[src/rtl/analog_ladder_keypad_decoder_defines.svh]
// ----------------------------------------------------------------------------
// Assertion macros for the analog ladder keypad decoder
// ----------------------------------------------------------------------------
`ifndef ANALOG_LADDER_KEYPAD_DECODER_DEFINES_SVH
`define ANALOG_LADDER_KEYPAD_DECODER_DEFINES_SVH

// Same-cycle implication, disabled while reset is asserted.
`define ALKD_ASSERT_IMP(label, clk, rst_n, ante, cons) \
	label: assert property (@(posedge clk) disable iff (!rst_n) (ante) |-> (cons)) \
		else $error("keypad decoder assertion failed");

// Next-cycle implication, disabled while reset is asserted.
`define ALKD_ASSERT_NXT(label, clk, rst_n, ante, cons) \
	label: assert property (@(posedge clk) disable iff (!rst_n) (ante) |=> (cons)) \
		else $error("keypad decoder assertion failed");

`endif

[src/rtl/alkd_pkg.sv]
// ----------------------------------------------------------------------------
// alkd_pkg
// Types and constants shared by the keypad decoder modules.
// ----------------------------------------------------------------------------
`default_nettype none

package alkd_pkg;

	localparam int KEY_COUNT = 5;
	localparam int CNT_W     = 4;
	localparam int THR_W     = 11;
	localparam int ADC_W     = 10;

	// Key codes as they appear on the result channel.
	localparam logic [2:0] KEY_NONE  = 3'd0;
	localparam logic [2:0] KEY_UP    = 3'd1;
	localparam logic [2:0] KEY_DOWN  = 3'd2;
	localparam logic [2:0] KEY_LEFT  = 3'd3;
	localparam logic [2:0] KEY_RIGHT = 3'd4;
	localparam logic [2:0] KEY_OK    = 3'd5;

	// Configuration register indexes.
	localparam logic [2:0] REG_UP_THR    = 3'd0;
	localparam logic [2:0] REG_DOWN_THR  = 3'd1;
	localparam logic [2:0] REG_LEFT_THR  = 3'd2;
	localparam logic [2:0] REG_RIGHT_THR = 3'd3;
	localparam logic [2:0] REG_OK_THR    = 3'd4;
	localparam logic [2:0] REG_MARGIN    = 3'd5;
	localparam logic [2:0] REG_HOLD      = 3'd6;
	localparam logic [2:0] REG_INTERVAL  = 3'd7;

	localparam logic [THR_W-1:0] THR_RESET      = 11'd2047;
	localparam logic [9:0]       MARGIN_RESET   = 10'd40;
	localparam logic [15:0]      HOLD_RESET     = 16'd600;
	localparam logic [15:0]      INTERVAL_RESET = 16'd150;

	typedef struct packed {
		logic [9:0]  adc_sample;
		logic [31:0] time_ms;
	} in_item_t;

	typedef struct packed {
		logic [2:0] key_event;
		logic       is_repeat;
		logic [2:0] held_key;
	} out_item_t;

	typedef struct packed {
		logic [KEY_COUNT-1:0][THR_W-1:0] thr;
		logic [9:0]                      margin;
	} match_cfg_t;

	typedef struct packed {
		logic [15:0] hold_delay;
		logic [15:0] repeat_interval;
	} timing_cfg_t;

	// Classified sample as it waits between front and back.
	typedef struct packed {
		logic [2:0]           best_key;
		logic [KEY_COUNT-1:0] wide_hit;
		logic [31:0]          time_ms;
	} class_item_t;

	typedef struct packed {
		logic full;
		logic empty;
	} queue_status_t;

endpackage

`default_nettype wire

[src/rtl/alkd_front.sv]
// ----------------------------------------------------------------------------
// alkd_front
// Accepts samples and matches them against the enabled key thresholds.
// ----------------------------------------------------------------------------
`default_nettype none

module alkd_front #(
	parameter int NO_PRESS_LEVEL = 1000
) (
	input  wire logic                  in_valid,
	output logic                       in_ready,
	input  wire alkd_pkg::in_item_t    in_data,
	input  wire alkd_pkg::match_cfg_t  mcfg,
	input  wire alkd_pkg::queue_status_t qstat,
	output logic                       push,
	output alkd_pkg::class_item_t      push_data
);

	localparam logic [9:0] NO_PRESS = 10'(NO_PRESS_LEVEL);

	logic [10:0] wide_margin;
	logic [alkd_pkg::KEY_COUNT-1:0] wide_hit;
	logic [2:0]  best_key;

	assign wide_margin = {1'b0, mcfg.margin} + {2'b00, mcfg.margin[9:1]};

	// Nearest enabled threshold within the margin; strict compare keeps the
	// earlier key on a tie. The wide-margin hits are kept for the held key check.
	always_comb begin
		logic [10:0] best_d;
		logic [9:0]  t;
		logic [9:0]  d;
		best_key = alkd_pkg::KEY_NONE;
		best_d   = {1'b0, mcfg.margin} + 11'd1;
		wide_hit = '0;
		for (int k = 0; k < alkd_pkg::KEY_COUNT; k++) begin
			t = mcfg.thr[k][9:0];
			d = (in_data.adc_sample > t) ? (in_data.adc_sample - t) : (t - in_data.adc_sample);
			if (!mcfg.thr[k][10]) begin
				wide_hit[k] = ({1'b0, d} <= wide_margin);
				if (d <= mcfg.margin && {1'b0, d} < best_d) begin
					best_key = 3'(k + 1);
					best_d   = {1'b0, d};
				end
			end
		end
		if (in_data.adc_sample >= NO_PRESS) begin
			best_key = alkd_pkg::KEY_NONE;
			wide_hit = '0;
		end
	end

	assign in_ready           = !qstat.full;
	assign push               = in_valid && in_ready;
	assign push_data.best_key = best_key;
	assign push_data.wide_hit = wide_hit;
	assign push_data.time_ms  = in_data.time_ms;

endmodule

`default_nettype wire

[src/rtl/alkd_queue.sv]
// ----------------------------------------------------------------------------
// alkd_queue
// Two-entry queue of classified samples between front and back.
// ----------------------------------------------------------------------------
`default_nettype none

module alkd_queue (
	input  wire logic                   clk,
	input  wire logic                   arst_n,
	input  wire logic                   push,
	input  wire alkd_pkg::class_item_t  push_data,
	input  wire logic                   pop,
	output alkd_pkg::class_item_t       head_data,
	output alkd_pkg::queue_status_t     qstat
);

	alkd_pkg::class_item_t entry_q [2];
	logic       wr_ptr_q;
	logic       rd_ptr_q;
	logic [1:0] count_q;

	always_ff @(posedge clk or negedge arst_n) begin
		if (!arst_n) begin
			wr_ptr_q <= 1'b0;
			rd_ptr_q <= 1'b0;
			count_q  <= 2'd0;
		end else begin
			if (push) begin
				wr_ptr_q <= !wr_ptr_q;
			end
			if (pop) begin
				rd_ptr_q <= !rd_ptr_q;
			end
			if (push && !pop) begin
				count_q <= count_q + 2'd1;
			end else if (pop && !push) begin
				count_q <= count_q - 2'd1;
			end
		end
	end

	always_ff @(posedge clk) begin
		if (push) begin
			entry_q[wr_ptr_q] <= push_data;
		end
	end

	assign head_data   = entry_q[rd_ptr_q];
	assign qstat.full  = (count_q == 2'd2);
	assign qstat.empty = (count_q == 2'd0);

endmodule

`default_nettype wire

[src/rtl/alkd_back.sv]
// ----------------------------------------------------------------------------
// alkd_back
// Debounce, press and release tracking, auto-repeat and the result register.
// ----------------------------------------------------------------------------
`default_nettype none

module alkd_back #(
	parameter int DEBOUNCE_SAMPLES = 3
) (
	input  wire logic                   clk,
	input  wire logic                   arst_n,
	input  wire alkd_pkg::queue_status_t qstat,
	input  wire alkd_pkg::class_item_t  head_data,
	input  wire alkd_pkg::timing_cfg_t  tcfg,
	output logic                        pop,
	output logic                        out_valid,
	input  wire logic                   out_ready,
	output alkd_pkg::out_item_t         out_data
);

	localparam logic [alkd_pkg::CNT_W-1:0] DEB = alkd_pkg::CNT_W'(DEBOUNCE_SAMPLES);

	logic [2:0]                held_q;
	logic [2:0]                last_cand_q;
	logic [alkd_pkg::CNT_W-1:0] press_cnt_q;
	logic [alkd_pkg::CNT_W-1:0] rel_cnt_q;
	logic [31:0]               pressed_time_q;
	logic [31:0]               last_rep_time_q;
	logic                      out_valid_q;
	alkd_pkg::out_item_t       out_data_q;

	logic [7:0]                wide_vec;
	logic [2:0]                cand;
	logic [2:0]                held_n;
	logic [2:0]                last_cand_n;
	logic [alkd_pkg::CNT_W-1:0] press_cnt_n;
	logic [alkd_pkg::CNT_W-1:0] rel_cnt_n;
	logic [31:0]               pressed_time_n;
	logic [31:0]               last_rep_time_n;
	logic [2:0]                event_n;
	logic                      rep_n;
	logic [31:0]               since_press;
	logic [31:0]               since_repeat;

	assign pop = !qstat.empty && (!out_valid_q || out_ready);

	// The held key keeps the sample if it falls inside the wider margin.
	assign wide_vec = {2'b00, head_data.wide_hit, 1'b0};
	assign cand     = (held_q != alkd_pkg::KEY_NONE && wide_vec[held_q]) ? held_q :
	                  head_data.best_key;

	assign since_press  = head_data.time_ms - pressed_time_q;
	assign since_repeat = head_data.time_ms - last_rep_time_q;

	always_comb begin
		held_n          = held_q;
		last_cand_n     = last_cand_q;
		press_cnt_n     = press_cnt_q;
		rel_cnt_n       = rel_cnt_q;
		pressed_time_n  = pressed_time_q;
		last_rep_time_n = last_rep_time_q;
		event_n         = alkd_pkg::KEY_NONE;
		rep_n           = 1'b0;
		if (held_q == alkd_pkg::KEY_NONE) begin
			if (cand == alkd_pkg::KEY_NONE) begin
				last_cand_n = alkd_pkg::KEY_NONE;
				press_cnt_n = '0;
			end else begin
				last_cand_n = cand;
				if (cand != last_cand_q) begin
					press_cnt_n = alkd_pkg::CNT_W'(1);
				end else if (press_cnt_q < DEB) begin
					press_cnt_n = press_cnt_q + alkd_pkg::CNT_W'(1);
				end
				if (press_cnt_n >= DEB) begin
					held_n          = cand;
					pressed_time_n  = head_data.time_ms;
					last_rep_time_n = head_data.time_ms;
					press_cnt_n     = '0;
					rel_cnt_n       = '0;
					event_n         = cand;
				end
			end
		end else if (cand == held_q) begin
			rel_cnt_n = '0;
			if ((held_q == alkd_pkg::KEY_UP || held_q == alkd_pkg::KEY_DOWN) &&
			    since_press >= {16'd0, tcfg.hold_delay} &&
			    since_repeat >= {16'd0, tcfg.repeat_interval}) begin
				last_rep_time_n = head_data.time_ms;
				event_n         = held_q;
				rep_n           = 1'b1;
			end
		end else if (cand == alkd_pkg::KEY_NONE) begin
			if (rel_cnt_q < DEB) begin
				rel_cnt_n = rel_cnt_q + alkd_pkg::CNT_W'(1);
			end
			if (rel_cnt_n >= DEB) begin
				held_n      = alkd_pkg::KEY_NONE;
				last_cand_n = alkd_pkg::KEY_NONE;
				press_cnt_n = '0;
				rel_cnt_n   = '0;
			end
		end else begin
			rel_cnt_n = '0;
		end
	end

	always_ff @(posedge clk or negedge arst_n) begin
		if (!arst_n) begin
			held_q          <= alkd_pkg::KEY_NONE;
			last_cand_q     <= alkd_pkg::KEY_NONE;
			press_cnt_q     <= '0;
			rel_cnt_q       <= '0;
			pressed_time_q  <= '0;
			last_rep_time_q <= '0;
			out_valid_q     <= 1'b0;
		end else begin
			if (pop) begin
				held_q          <= held_n;
				last_cand_q     <= last_cand_n;
				press_cnt_q     <= press_cnt_n;
				rel_cnt_q       <= rel_cnt_n;
				pressed_time_q  <= pressed_time_n;
				last_rep_time_q <= last_rep_time_n;
				out_valid_q     <= 1'b1;
			end else if (out_ready) begin
				out_valid_q     <= 1'b0;
			end
		end
	end

	always_ff @(posedge clk) begin
		if (pop) begin
			out_data_q.key_event <= event_n;
			out_data_q.is_repeat <= rep_n;
			out_data_q.held_key  <= held_n;
		end
	end

	assign out_valid = out_valid_q;
	assign out_data  = out_data_q;

endmodule

`default_nettype wire

[src/rtl/analog_ladder_keypad_decoder.sv]
// Path: an accepted sample is written into the queue, then popped into the result register
// once that register is free; results queued behind a stalled output wait their turn.
// Throughput: one sample per cycle unless the output stalls, set by the back end state update.
// The two-entry queue lets the input keep accepting while a result waits to be taken.
// Reset: arst_n clears key state, queue and output valid, and loads register defaults.
// ----------------------------------------------------------------------------
// analog_ladder_keypad_decoder
// Resistor-ladder keypad decoder with debounce and up/down auto-repeat.
// ----------------------------------------------------------------------------
`default_nettype none

`include "analog_ladder_keypad_decoder_defines.svh"

module analog_ladder_keypad_decoder #(
	parameter int DEBOUNCE_SAMPLES = 3,
	parameter int NO_PRESS_LEVEL   = 1000
) (
	input  wire logic                clk,
	input  wire logic                arst_n,
	input  wire logic                in_valid,
	output logic                     in_ready,
	input  wire alkd_pkg::in_item_t  in_data,
	output logic                     out_valid,
	input  wire logic                out_ready,
	output alkd_pkg::out_item_t      out_data,
	input  wire logic                cfg_we,
	input  wire logic [2:0]          cfg_index,
	input  wire logic [15:0]         cfg_wdata
);

	alkd_pkg::match_cfg_t    mcfg_q;
	alkd_pkg::timing_cfg_t   tcfg_q;
	alkd_pkg::queue_status_t qstat;
	alkd_pkg::class_item_t   push_data;
	alkd_pkg::class_item_t   head_data;
	logic                    push;
	logic                    pop;

	always_ff @(posedge clk or negedge arst_n) begin
		if (!arst_n) begin
			for (int k = 0; k < alkd_pkg::KEY_COUNT; k++) begin
				mcfg_q.thr[k] <= alkd_pkg::THR_RESET;
			end
			mcfg_q.margin          <= alkd_pkg::MARGIN_RESET;
			tcfg_q.hold_delay      <= alkd_pkg::HOLD_RESET;
			tcfg_q.repeat_interval <= alkd_pkg::INTERVAL_RESET;
		end else if (cfg_we) begin
			case (cfg_index)
				alkd_pkg::REG_UP_THR:    mcfg_q.thr[0] <= cfg_wdata[10:0];
				alkd_pkg::REG_DOWN_THR:  mcfg_q.thr[1] <= cfg_wdata[10:0];
				alkd_pkg::REG_LEFT_THR:  mcfg_q.thr[2] <= cfg_wdata[10:0];
				alkd_pkg::REG_RIGHT_THR: mcfg_q.thr[3] <= cfg_wdata[10:0];
				alkd_pkg::REG_OK_THR:    mcfg_q.thr[4] <= cfg_wdata[10:0];
				alkd_pkg::REG_MARGIN:    mcfg_q.margin <= cfg_wdata[9:0];
				alkd_pkg::REG_HOLD:      tcfg_q.hold_delay <= cfg_wdata;
				alkd_pkg::REG_INTERVAL:  tcfg_q.repeat_interval <= cfg_wdata;
				default: begin
				end
			endcase
		end
	end

	alkd_front #(
		.NO_PRESS_LEVEL(NO_PRESS_LEVEL)
	) u_front (
		.in_valid (in_valid),
		.in_ready (in_ready),
		.in_data  (in_data),
		.mcfg     (mcfg_q),
		.qstat    (qstat),
		.push     (push),
		.push_data(push_data)
	);

	alkd_queue u_queue (
		.clk      (clk),
		.arst_n   (arst_n),
		.push     (push),
		.push_data(push_data),
		.pop      (pop),
		.head_data(head_data),
		.qstat    (qstat)
	);

	alkd_back #(
		.DEBOUNCE_SAMPLES(DEBOUNCE_SAMPLES)
	) u_back (
		.clk      (clk),
		.arst_n   (arst_n),
		.qstat    (qstat),
		.head_data(head_data),
		.tcfg     (tcfg_q),
		.pop      (pop),
		.out_valid(out_valid),
		.out_ready(out_ready),
		.out_data (out_data)
	);

	// Only up and down ever repeat.
	`ALKD_ASSERT_IMP(a_repeat_updown, clk, arst_n, out_valid && out_data.is_repeat, out_data.key_event == alkd_pkg::KEY_UP || out_data.key_event == alkd_pkg::KEY_DOWN)

	// Any request reports a key that is held after the update.
	`ALKD_ASSERT_IMP(a_event_held, clk, arst_n, out_valid && out_data.key_event != alkd_pkg::KEY_NONE, out_data.held_key == out_data.key_event)

	// The queue only fills while the result register is blocked.
	`ALKD_ASSERT_IMP(a_full_stalled, clk, arst_n, !in_ready, out_valid)

	// A full queue with a taken result drains an entry, so input opens next cycle.
	`ALKD_ASSERT_NXT(a_full_drains, clk, arst_n, !in_ready && out_ready && !in_valid, in_ready)

endmodule

`default_nettype wire

[config.mk]
export PLATFORM = sky130hd
export DESIGN_NAME = analog_ladder_keypad_decoder
export DESIGN_NICKNAME = d
export VERILOG_FILES = /design/src/rtl/alkd_pkg.sv /design/src/rtl/alkd_front.sv /design/src/rtl/alkd_queue.sv /design/src/rtl/alkd_back.sv /design/src/rtl/analog_ladder_keypad_decoder.sv
export VERILOG_INCLUDE_DIRS = /design/src /design/src/rtl
export SDC_FILE = /design/constraint.sdc
export NUM_CORES = 1
export LEC_CHECK = 0
export BUFFER_PORTS_ARGS = -buffer_cell sky130_fd_sc_hd__buf_2
export CORE_ASPECT_RATIO = 0.8
export CORE_UTILIZATION = 50
export DETAILED_ROUTE_END_ITERATION = 6
export PLACE_DENSITY = 0.66
export SETUP_SLACK_MARGIN = 0.02
export SLEW_MARGIN = 20
export SYNTH_ARGS = -nofsm -noshare
export SYNTH_HDL_FRONTEND = slang
export SYNTH_SLANG_ARGS = --single-unit
[constraint.sdc]
create_clock -name clk -period 15.6 [get_ports clk]
set_clock_uncertainty 0.1 [all_clocks]
set_input_delay 0.78 -clock clk [delete_from_list [all_inputs] [get_ports clk]]
set_output_delay 0.78 -clock clk [all_outputs]
set_load 0.02 [all_outputs]
==> results of run 1 <==
per-layer routing:
layer | vias up | part of all wire [%]
met3 | 76 | 8.8
met4 | 4 | 1.8
met2 | 600 | 39
met1 | 8996 | 50
met5 | - | 0.037
li1 | 8920 | -
logic make-up after synthesis:
kind of cell | Yosys count | synth area share [%]
multiplexers | 191 | 9.20
buffers and inverters | 301 | 5.14
AND/OR/NAND/NOR | 533 | 11.9
adder cells (fa/ha/maj) | 360 | 19.9
XOR/XNOR | 110 | 4.17
flip-flops | 267 | 31.2
AO/OA/AOI/OAI | 645 | 18.5
worst max-delay path by stage:
stage | cells past startpoint | slack [ns] | from | to
final | 57 | 1.26 | in_data[39] | u_queue.entry_q[0][38]$_DFFE_PP_
after floorplan | 59 | 2.97 | in_data[32] | u_queue.entry_q[0][38]$_DFFE_PP_
after detailed placement | 56 | 0.97 | in_data[33] | u_queue.entry_q[0][38]$_DFFE_PP_
after global routing | 56 | 0.35 | in_data[33] | u_queue.entry_q[0][38]$_DFFE_PP_
after global placement | 56 | 1.10 | in_data[39] | u_queue.entry_q[0][38]$_DFFE_PP_
after CTS | 57 | 1.51 | in_data[33] | u_queue.entry_q[0][38]$_DFFE_PP_
flip-flops by register name, indices dropped and copies added (netlist names), 4 cells and up:
| register | count |
|---|---|
| u_queue.entry_q | 80 |
| mcfg_q | 65 |
| tcfg_q | 32 |
| u_back.last_rep_time_q | 32 |
| u_back.pressed_time_q | 32 |
| u_back.out_data | 7 |
| u_back.press_cnt_q | 4 |
| u_back.rel_cnt_q | 4 |
synth_stat cells (38+ instances only):
cell type | n | area (um^2)
a21o_1 | 83 | 623
a21oi_1 | 162 | 811
clkbuf_1 | 38 | 143
dfrtp_1 | 115 | 2880
dfstp_2 | 65 | 1710
edfxtp_1 | 87 | 2610
ha_1 | 347 | 4340
inv_1 | 245 | 920
mux2_2 | 137 | 1540
mux2i_1 | 44 | 440
nand2_1 | 156 | 586
nand3_1 | 38 | 190
nand4_1 | 44 | 275
nor2_1 | 99 | 372
nor3_1 | 39 | 195
o21a_1 | 38 | 285
o21ai_0 | 155 | 776
xnor2_1 | 81 | 709
placed cells by master (no fill, tap or decap), types with 10 or more instances in the layout:
cell type and count:
and3_1 20, or3_1 11, nor2b_1 32, nand4_1 44, fa_1 13, xor2_1 29
o211ai_1 17, a21o_1 83, xnor2_1 81, nand3_1 38, mux2_2 137, a221o_1 10
nor3_1 37, inv_1 245, o31ai_1 11, nand2_1 156, buf_4 15, mux2i_1 44
buf_2 73, o21ai_0 155, a211oi_1 26, o31a_1 11, dfstp_2 65, a31oi_1 12
clkbuf_16 32, dfrtp_1 114, and2_1 12, nand2b_1 31, nor2_1 98, a221oi_1 10
ha_1 347, edfxtp_1 87, a21oi_1 162, o21a_1 38, o21bai_1 19
per-stage QoR:
stage | worst slack, ns | area (um^2) | hold WS (ns)
6_report | 1.26 | 25200 | 0.224
5_1_grt | 0.350 | 25200 | 0.244
4_1_cts | 1.51 | 25200 | 0.223
3_5_place_dp | 0.974 | 24100 | 0.378
3_3_place_gp | 1.10 | 24100 | 0.370
2_1_floorplan | 2.97 | 23100 | 0.358
worst max-delay path, delay by kind of cell:
kind	cells	cell delay [ns]
xor+xnor	1	0.66
mux	2	0.80
compound gates	27	5.95
buf+inv	3	0.45
simple gates	18	3.96
fa+ha+maj	6	1.92
layout make-up:
class	count	area share [%]
Clock inverter	16	0.601
Multi-Input combinational cell	1839	58.5
Timing Repair Buffer	92	2.15
Sequential cell	267	28.6
Antenna cell	3	0.0298
Tap cell	612	3.04
Inverter	245	3.65
Clock buffer	41	3.43
==> reports/results.tsv, run 1 <==
stage	metric	value	unit
logic_synthesis	ys_seq_area_share	31.2	%
timing	max_freq	69.7	MHz
global_route	grtUsageTotal	28.3	%
critical_path	critical_path.endpoint_type	flip-flop	
placement	dpl.hpwl	52.5	mm
placement	gp_congestion	0.944	
critical_path	r2r-start	mcfg_q[17]$_DFFE_PN1P_	
route	totalWireLength	67.2	mm
critical_path	reg2reg_depth	55	
die	rows	70	
die	start_util	50.6	%
cells_and_area	ff_latch_area	7200	um^2
cells_and_area	drive_gt1_share	15.6	%
cells_and_area	multi_input_area	14800	um^2
clock_tree	cts_hold_buf	0	
clock_tree	path_clk_slew	0.06	ns
die	die_h	194	um
critical_path	rr_endpoint	u_queue.entry_q[0][38]$_DFFE_PP_	
critical_path	cp_slowest_cell	xnor2_1	
timing	setup_tns	0	ns
outcome	status	finished, final reports clean	
critical_path	r2r_slack	1.44	ns
die	core_area	45600	um^2
timing	slew_viol_final	0	
critical_path	max_stage_delay	0.66	ns
clock_tree	cts-root-buf	clkbuf_16	
logic_synthesis	synth_edf_count	87	
critical_path	startpoint_type	primary input	
clock_tree	post-cts-setup-buffers	0	
cells_and_area	fillers	4039	
route	num_vias	18600	
clock_tree	cts-htree-levels	1	
die	fp.dieW	242	um
cells_and_area	areaGrowthSynthToFinish	9.19	%
clock_tree	cts_buffers	31	
logic_synthesis	synth_cell_type_count	102	
timing	post-route-period-util	91.9	%
logic_synthesis	synth_nets	2833	
timing	rsz0062_at_grt	no	
route	drt_iter0_drc	1659	
global_route	antenna_found_initial	5	
clock_tree	ctsResizeCount	0	
route	viasPerCell	5.97	
critical_path	crit_required	15.81	ns
global_route	grt_util_met3	7.50	%
critical_path	cpMostUsedCell	a21oi_1	
cells_and_area	fin_cells	3115	
clock_tree	insertion_delay	0.61	ns
placement	dp_cells	3053	
logic_synthesis	syn_area_per_cell	9.59	um^2
timing	hold_violations	0	
logic_synthesis	ys.flop_type	dfrtp_1	
critical_path	cp_data_arrival_time	14.55	ns
route	drcViolationCount	0	
global_route	grt-busiest-layer	met1	
logic_synthesis	yosys_warnings	0	
placement	io_buffers	74	
logic_synthesis	syn_area	23100	um^2
die	dieArea	47000	um^2
cells_and_area	final_core_util	55.2	%
global_route	grt_max_degree	103	
hold_path	hold_path_class	primary input to async pin	
run	max_cap_violations	0	
critical_path	path_max_fanout	14	
route	dr.pass1.iters	5	
timing	setup_viol	0	
logic_synthesis	async_flop_share	67.4	%
logic_synthesis	ys_ff_latch	267	
global_route	gr-total-overflow	0	
clock_tree	cts_tree	yes	
timing	slew_headroom	20.1	%
global_route	grt_util_met2	39.0	%
route	drtAntennaViolNets	0	
route	wire_per_inst	21.6	um
critical_path	critPathKind	primary input to flip-flop	
clock_tree	clock-sinks	267	
global_route	grt_pass1_wl	103	mm
global_route	first_global_vias	17800	
global_route	grt_use_met1	43.6	%
timing	finalCriticalPeriod	14.34	ns
timing	worstMarginPinSlew	1.20	ns
die	ios	75	
clock_tree	cts_buffer_depth	3	
logic_synthesis	synthCells	2407	
cells_and_area	final_nets	2902	
Power of run 1 is left out: the tool's default activity adds up to more than one toggle a clock period on the data nets, which glitch-free logic cannot reach.
==> run 2, diff against run 1 <==
--- a/config.mk
+++ b/config.mk
@@ -6,13 +6,14 @@
 export SDC_FILE = /design/constraint.sdc
 export NUM_CORES = 1
 export LEC_CHECK = 0
-export BUFFER_PORTS_ARGS = -buffer_cell sky130_fd_sc_hd__buf_2
 export CORE_ASPECT_RATIO = 0.8
-export CORE_UTILIZATION = 50
+export CORE_UTILIZATION = 60
 export DETAILED_ROUTE_END_ITERATION = 6
-export PLACE_DENSITY = 0.66
+export DONT_BUFFER_PORTS = 1
+export PLACE_DENSITY = 0.76
 export SETUP_SLACK_MARGIN = 0.02
 export SLEW_MARGIN = 20
 export SYNTH_ARGS = -nofsm -noshare
 export SYNTH_HDL_FRONTEND = slang
+export SYNTH_HIERARCHICAL = 1
 export SYNTH_SLANG_ARGS = --single-unit
==> run 2 against run 1 <==
Non-clock buffer count down 79; routed wire length up 5.3%; global-route usage up 5.2 points.
==> reports/results.tsv, run 2 <==
stage	metric	value	unit
logic_synthesis	synthCells	2539	
outcome	status	finished, final reports clean	
cells_and_area	final_nets	2902	
critical_path	startpoint_type	flip-flop	
logic_synthesis	yosys_warnings	6	
timing	hold_violations	0	
hold_path	hold_path_class	primary input to async pin	
route	drcViolationCount	0	
timing	slew_headroom	22.7	%
route	drt_iter0_drc	2078	
critical_path	r2r-start	mcfg_q[19]$_DFFE_PN1P_	
route	dr.pass1.iters	5	
logic_synthesis	synth_top_cell_by_area	ha_1	
cells_and_area	areaGrowthSynthToFinish	4.19	%
cells_and_area	layout_commonest_cell	ha_1	
timing	finalCriticalPeriod	13.47	ns
cells_and_area	largest_reg_flops	80	
critical_path	max_stage_delay	0.94	ns
global_route	gr-total-overflow	0	
route	num_vias	19400	
route	totalWireLength	70.8	mm
clock_tree	insertion_delay	0.58	ns
clock_tree	cts-htree-levels	1	
cells_and_area	fillers	3296	
clock_tree	cts_hold_buf	2	
clock_tree	ctsResizeCount	0	
die	core_area	39900	um^2
logic_synthesis	synth.most_common_cell	ha_1	
clock_tree	cts_buffer_depth	3	
global_route	antenna_found_initial	5	
timing	setup_viol	0	
global_route	grt_util_met3	11.2	%
logic_synthesis	syn_area_per_cell	9.64	um^2
global_route	first_global_vias	18500	
cells_and_area	top_register	u_queue/entry_q	
clock_tree	cts-root-buf	clkbuf_16	
placement	gp_congestion	1.02	
critical_path	critical_path.endpoint_type	flip-flop	
logic_synthesis	ys.flop_type	dfrtp_1	
critical_path	critPathKind	flip-flop to flip-flop	
timing	max_freq	74.2	MHz
logic_synthesis	synth_cell_type_count	102	
logic_synthesis	synth.cells.most_frequent	ha_1 (347), inv_1 (240), a21oi_1 (194)	
clock_tree	cts_buffers	29	
route	wire_per_inst	23.3	um
timing	setup_tns	0	ns
cells_and_area	multi_input_area	15700	um^2
cells_and_area	ff_latch_area	7200	um^2
cells_and_area	drive_gt1_share	14.1	%
placement	io_buffers	0	
global_route	grt_util_met2	46.9	%
global_route	grt_pass1_wl	108	mm
global_route	grt_max_degree	151	
clock_tree	path_clk_slew	0.06	ns
clock_tree	clock-sinks	267	
route	drtAntennaViolNets	0	
die	dieArea	41600	um^2
timing	rsz0062_at_grt	no	
critical_path	cp-startpoint	mcfg_q[19]$_DFFE_PN1P_	
critical_path	cp_slowest_cell	a211oi_1	
cells_and_area	largestRegisters	u_queue/entry_q x80, mcfg_q x65	
logic_synthesis	ys_top_cells_by_area	ha_1 (18%), dfrtp_1 (12%), edfxtp_1 (11%)	
logic_synthesis	syn_area	24500	um^2
timing	slew_viol_final	0	
logic_synthesis	async_flop_share	67.4	%
logic_synthesis	ys_ff_latch	267	
critical_path	path_max_fanout	20	
critical_path	cp_data_arrival_time	13.69	ns
timing	post-route-period-util	86.4	%
logic_synthesis	synth_edf_count	87	
global_route	grt_use_met1	48.6	%
critical_path	crit_required	15.81	ns
logic_synthesis	ys_seq_area_share	29.4	%
critical_path	cpMostUsedCell	ha_1	
die	fp.dieW	228	um
clock_tree	post-cts-setup-buffers	0	
logic_synthesis	yosys.area.top_type_share	17.7	%
route	viasPerCell	6.37	
die	start_util	61.4	%
clock_tree	cts_tree	yes	
global_route	grtUsageTotal	33.5	%
cells_and_area	layout_common_cells	ha_1 (347), inv_1 (240), a21oi_1 (194)	
placement	dpl.hpwl	55.3	mm
timing	worstMarginPinSlew	1.15	ns
logic_synthesis	synth_nets	2965	
global_route	grt-busiest-layer	met1	
die	ios	75	
die	rows	65	
die	die_h	183	um
run	max_cap_violations	0	
## run 2: metrics by stage
step	instances	utilization [%]	setup slack, ns	hold slack, ns	instance area [um^2]
after detailed placement	2979	61.6	2.01	0.390	24500
after CTS	3034	64.0	2.39	0.126	25500
after floorplan	2539	-	3.35	0.355	24500
after global placement	2979	61.6	2.39	0.375	24500
final	3040	64.0	2.13	0.133	25500
after global routing	3036	64.0	1.22	0.149	25500
## run 2: path summary, 6_finish.rpt
path | end | slack (ns) | cells after the start
max | u_queue/entry_q[1][39]$_DFFE_PP_ | 2.13 | 56
min reg2reg | u_back/last_rep_time_q[12]$_DFFE_PN0P_ | 0.40 | 1
max reg2reg | u_queue/entry_q[1][39]$_DFFE_PP_ | 2.13 | 56
min | u_back/held_q[1]$_DFFE_PN0P_ | 0.13 | 1
max in group asynchronous | u_back/last_rep_time_q[10]$_DFFE_PN0P_ | 14.66 | 1
min in group clk | u_queue/entry_q[1][14]$_DFFE_PP_ | 0.19 | 0
## run 2: routing by layer
layer,part of all wire (%),vias to the layer above,routed length [um]
met5,0,-,0
met2,40,796,28600
met1,46,9389,32700
met3,11,99,7990
met4,2.1,0,1520
li1,-,9089,-
## run 2: layout make-up
class,instances,area share [%]
flip-flops and latches,267,28.2
multi-input cells,1922,61.5
clock buffers,38,3.06
diodes,6,0.0589
repair buffers,13,0.510
inverters,243,3.58
well taps,536,2.63
clock inverters,15,0.486
## run 2: critical path, delay by kind of cell, from the launching register on
kind	cells	cell delay (ns)
AOI/OAI and AO/OA	24	6.36
and+or+nand+nor	15	2.01
DFF	1	0.53
buffers and inverters	8	1.00
adders and majority gates	6	2.14
muxes	3	1.02
## run 2: logic make-up (layout without fill, tap and decap cells)
logic type / after synthesis / count (layout) / synth area share [%]
xor gates and xnor gates: 102 / 102 / 3.68
DFF: 267 / 267 / 29.4
and+or+nand+nor: 577 / 577 / 12.3
muxes: 243 / 243 / 12.2
other: 0 / 6 / 0
adders and majority gates: 360 / 360 / 18.8
AOI/OAI and AO/OA: 640 / 640 / 17.0
buffers and inverters: 350 / 309 / 6.66
Power of run 2 is left out for the same reason.
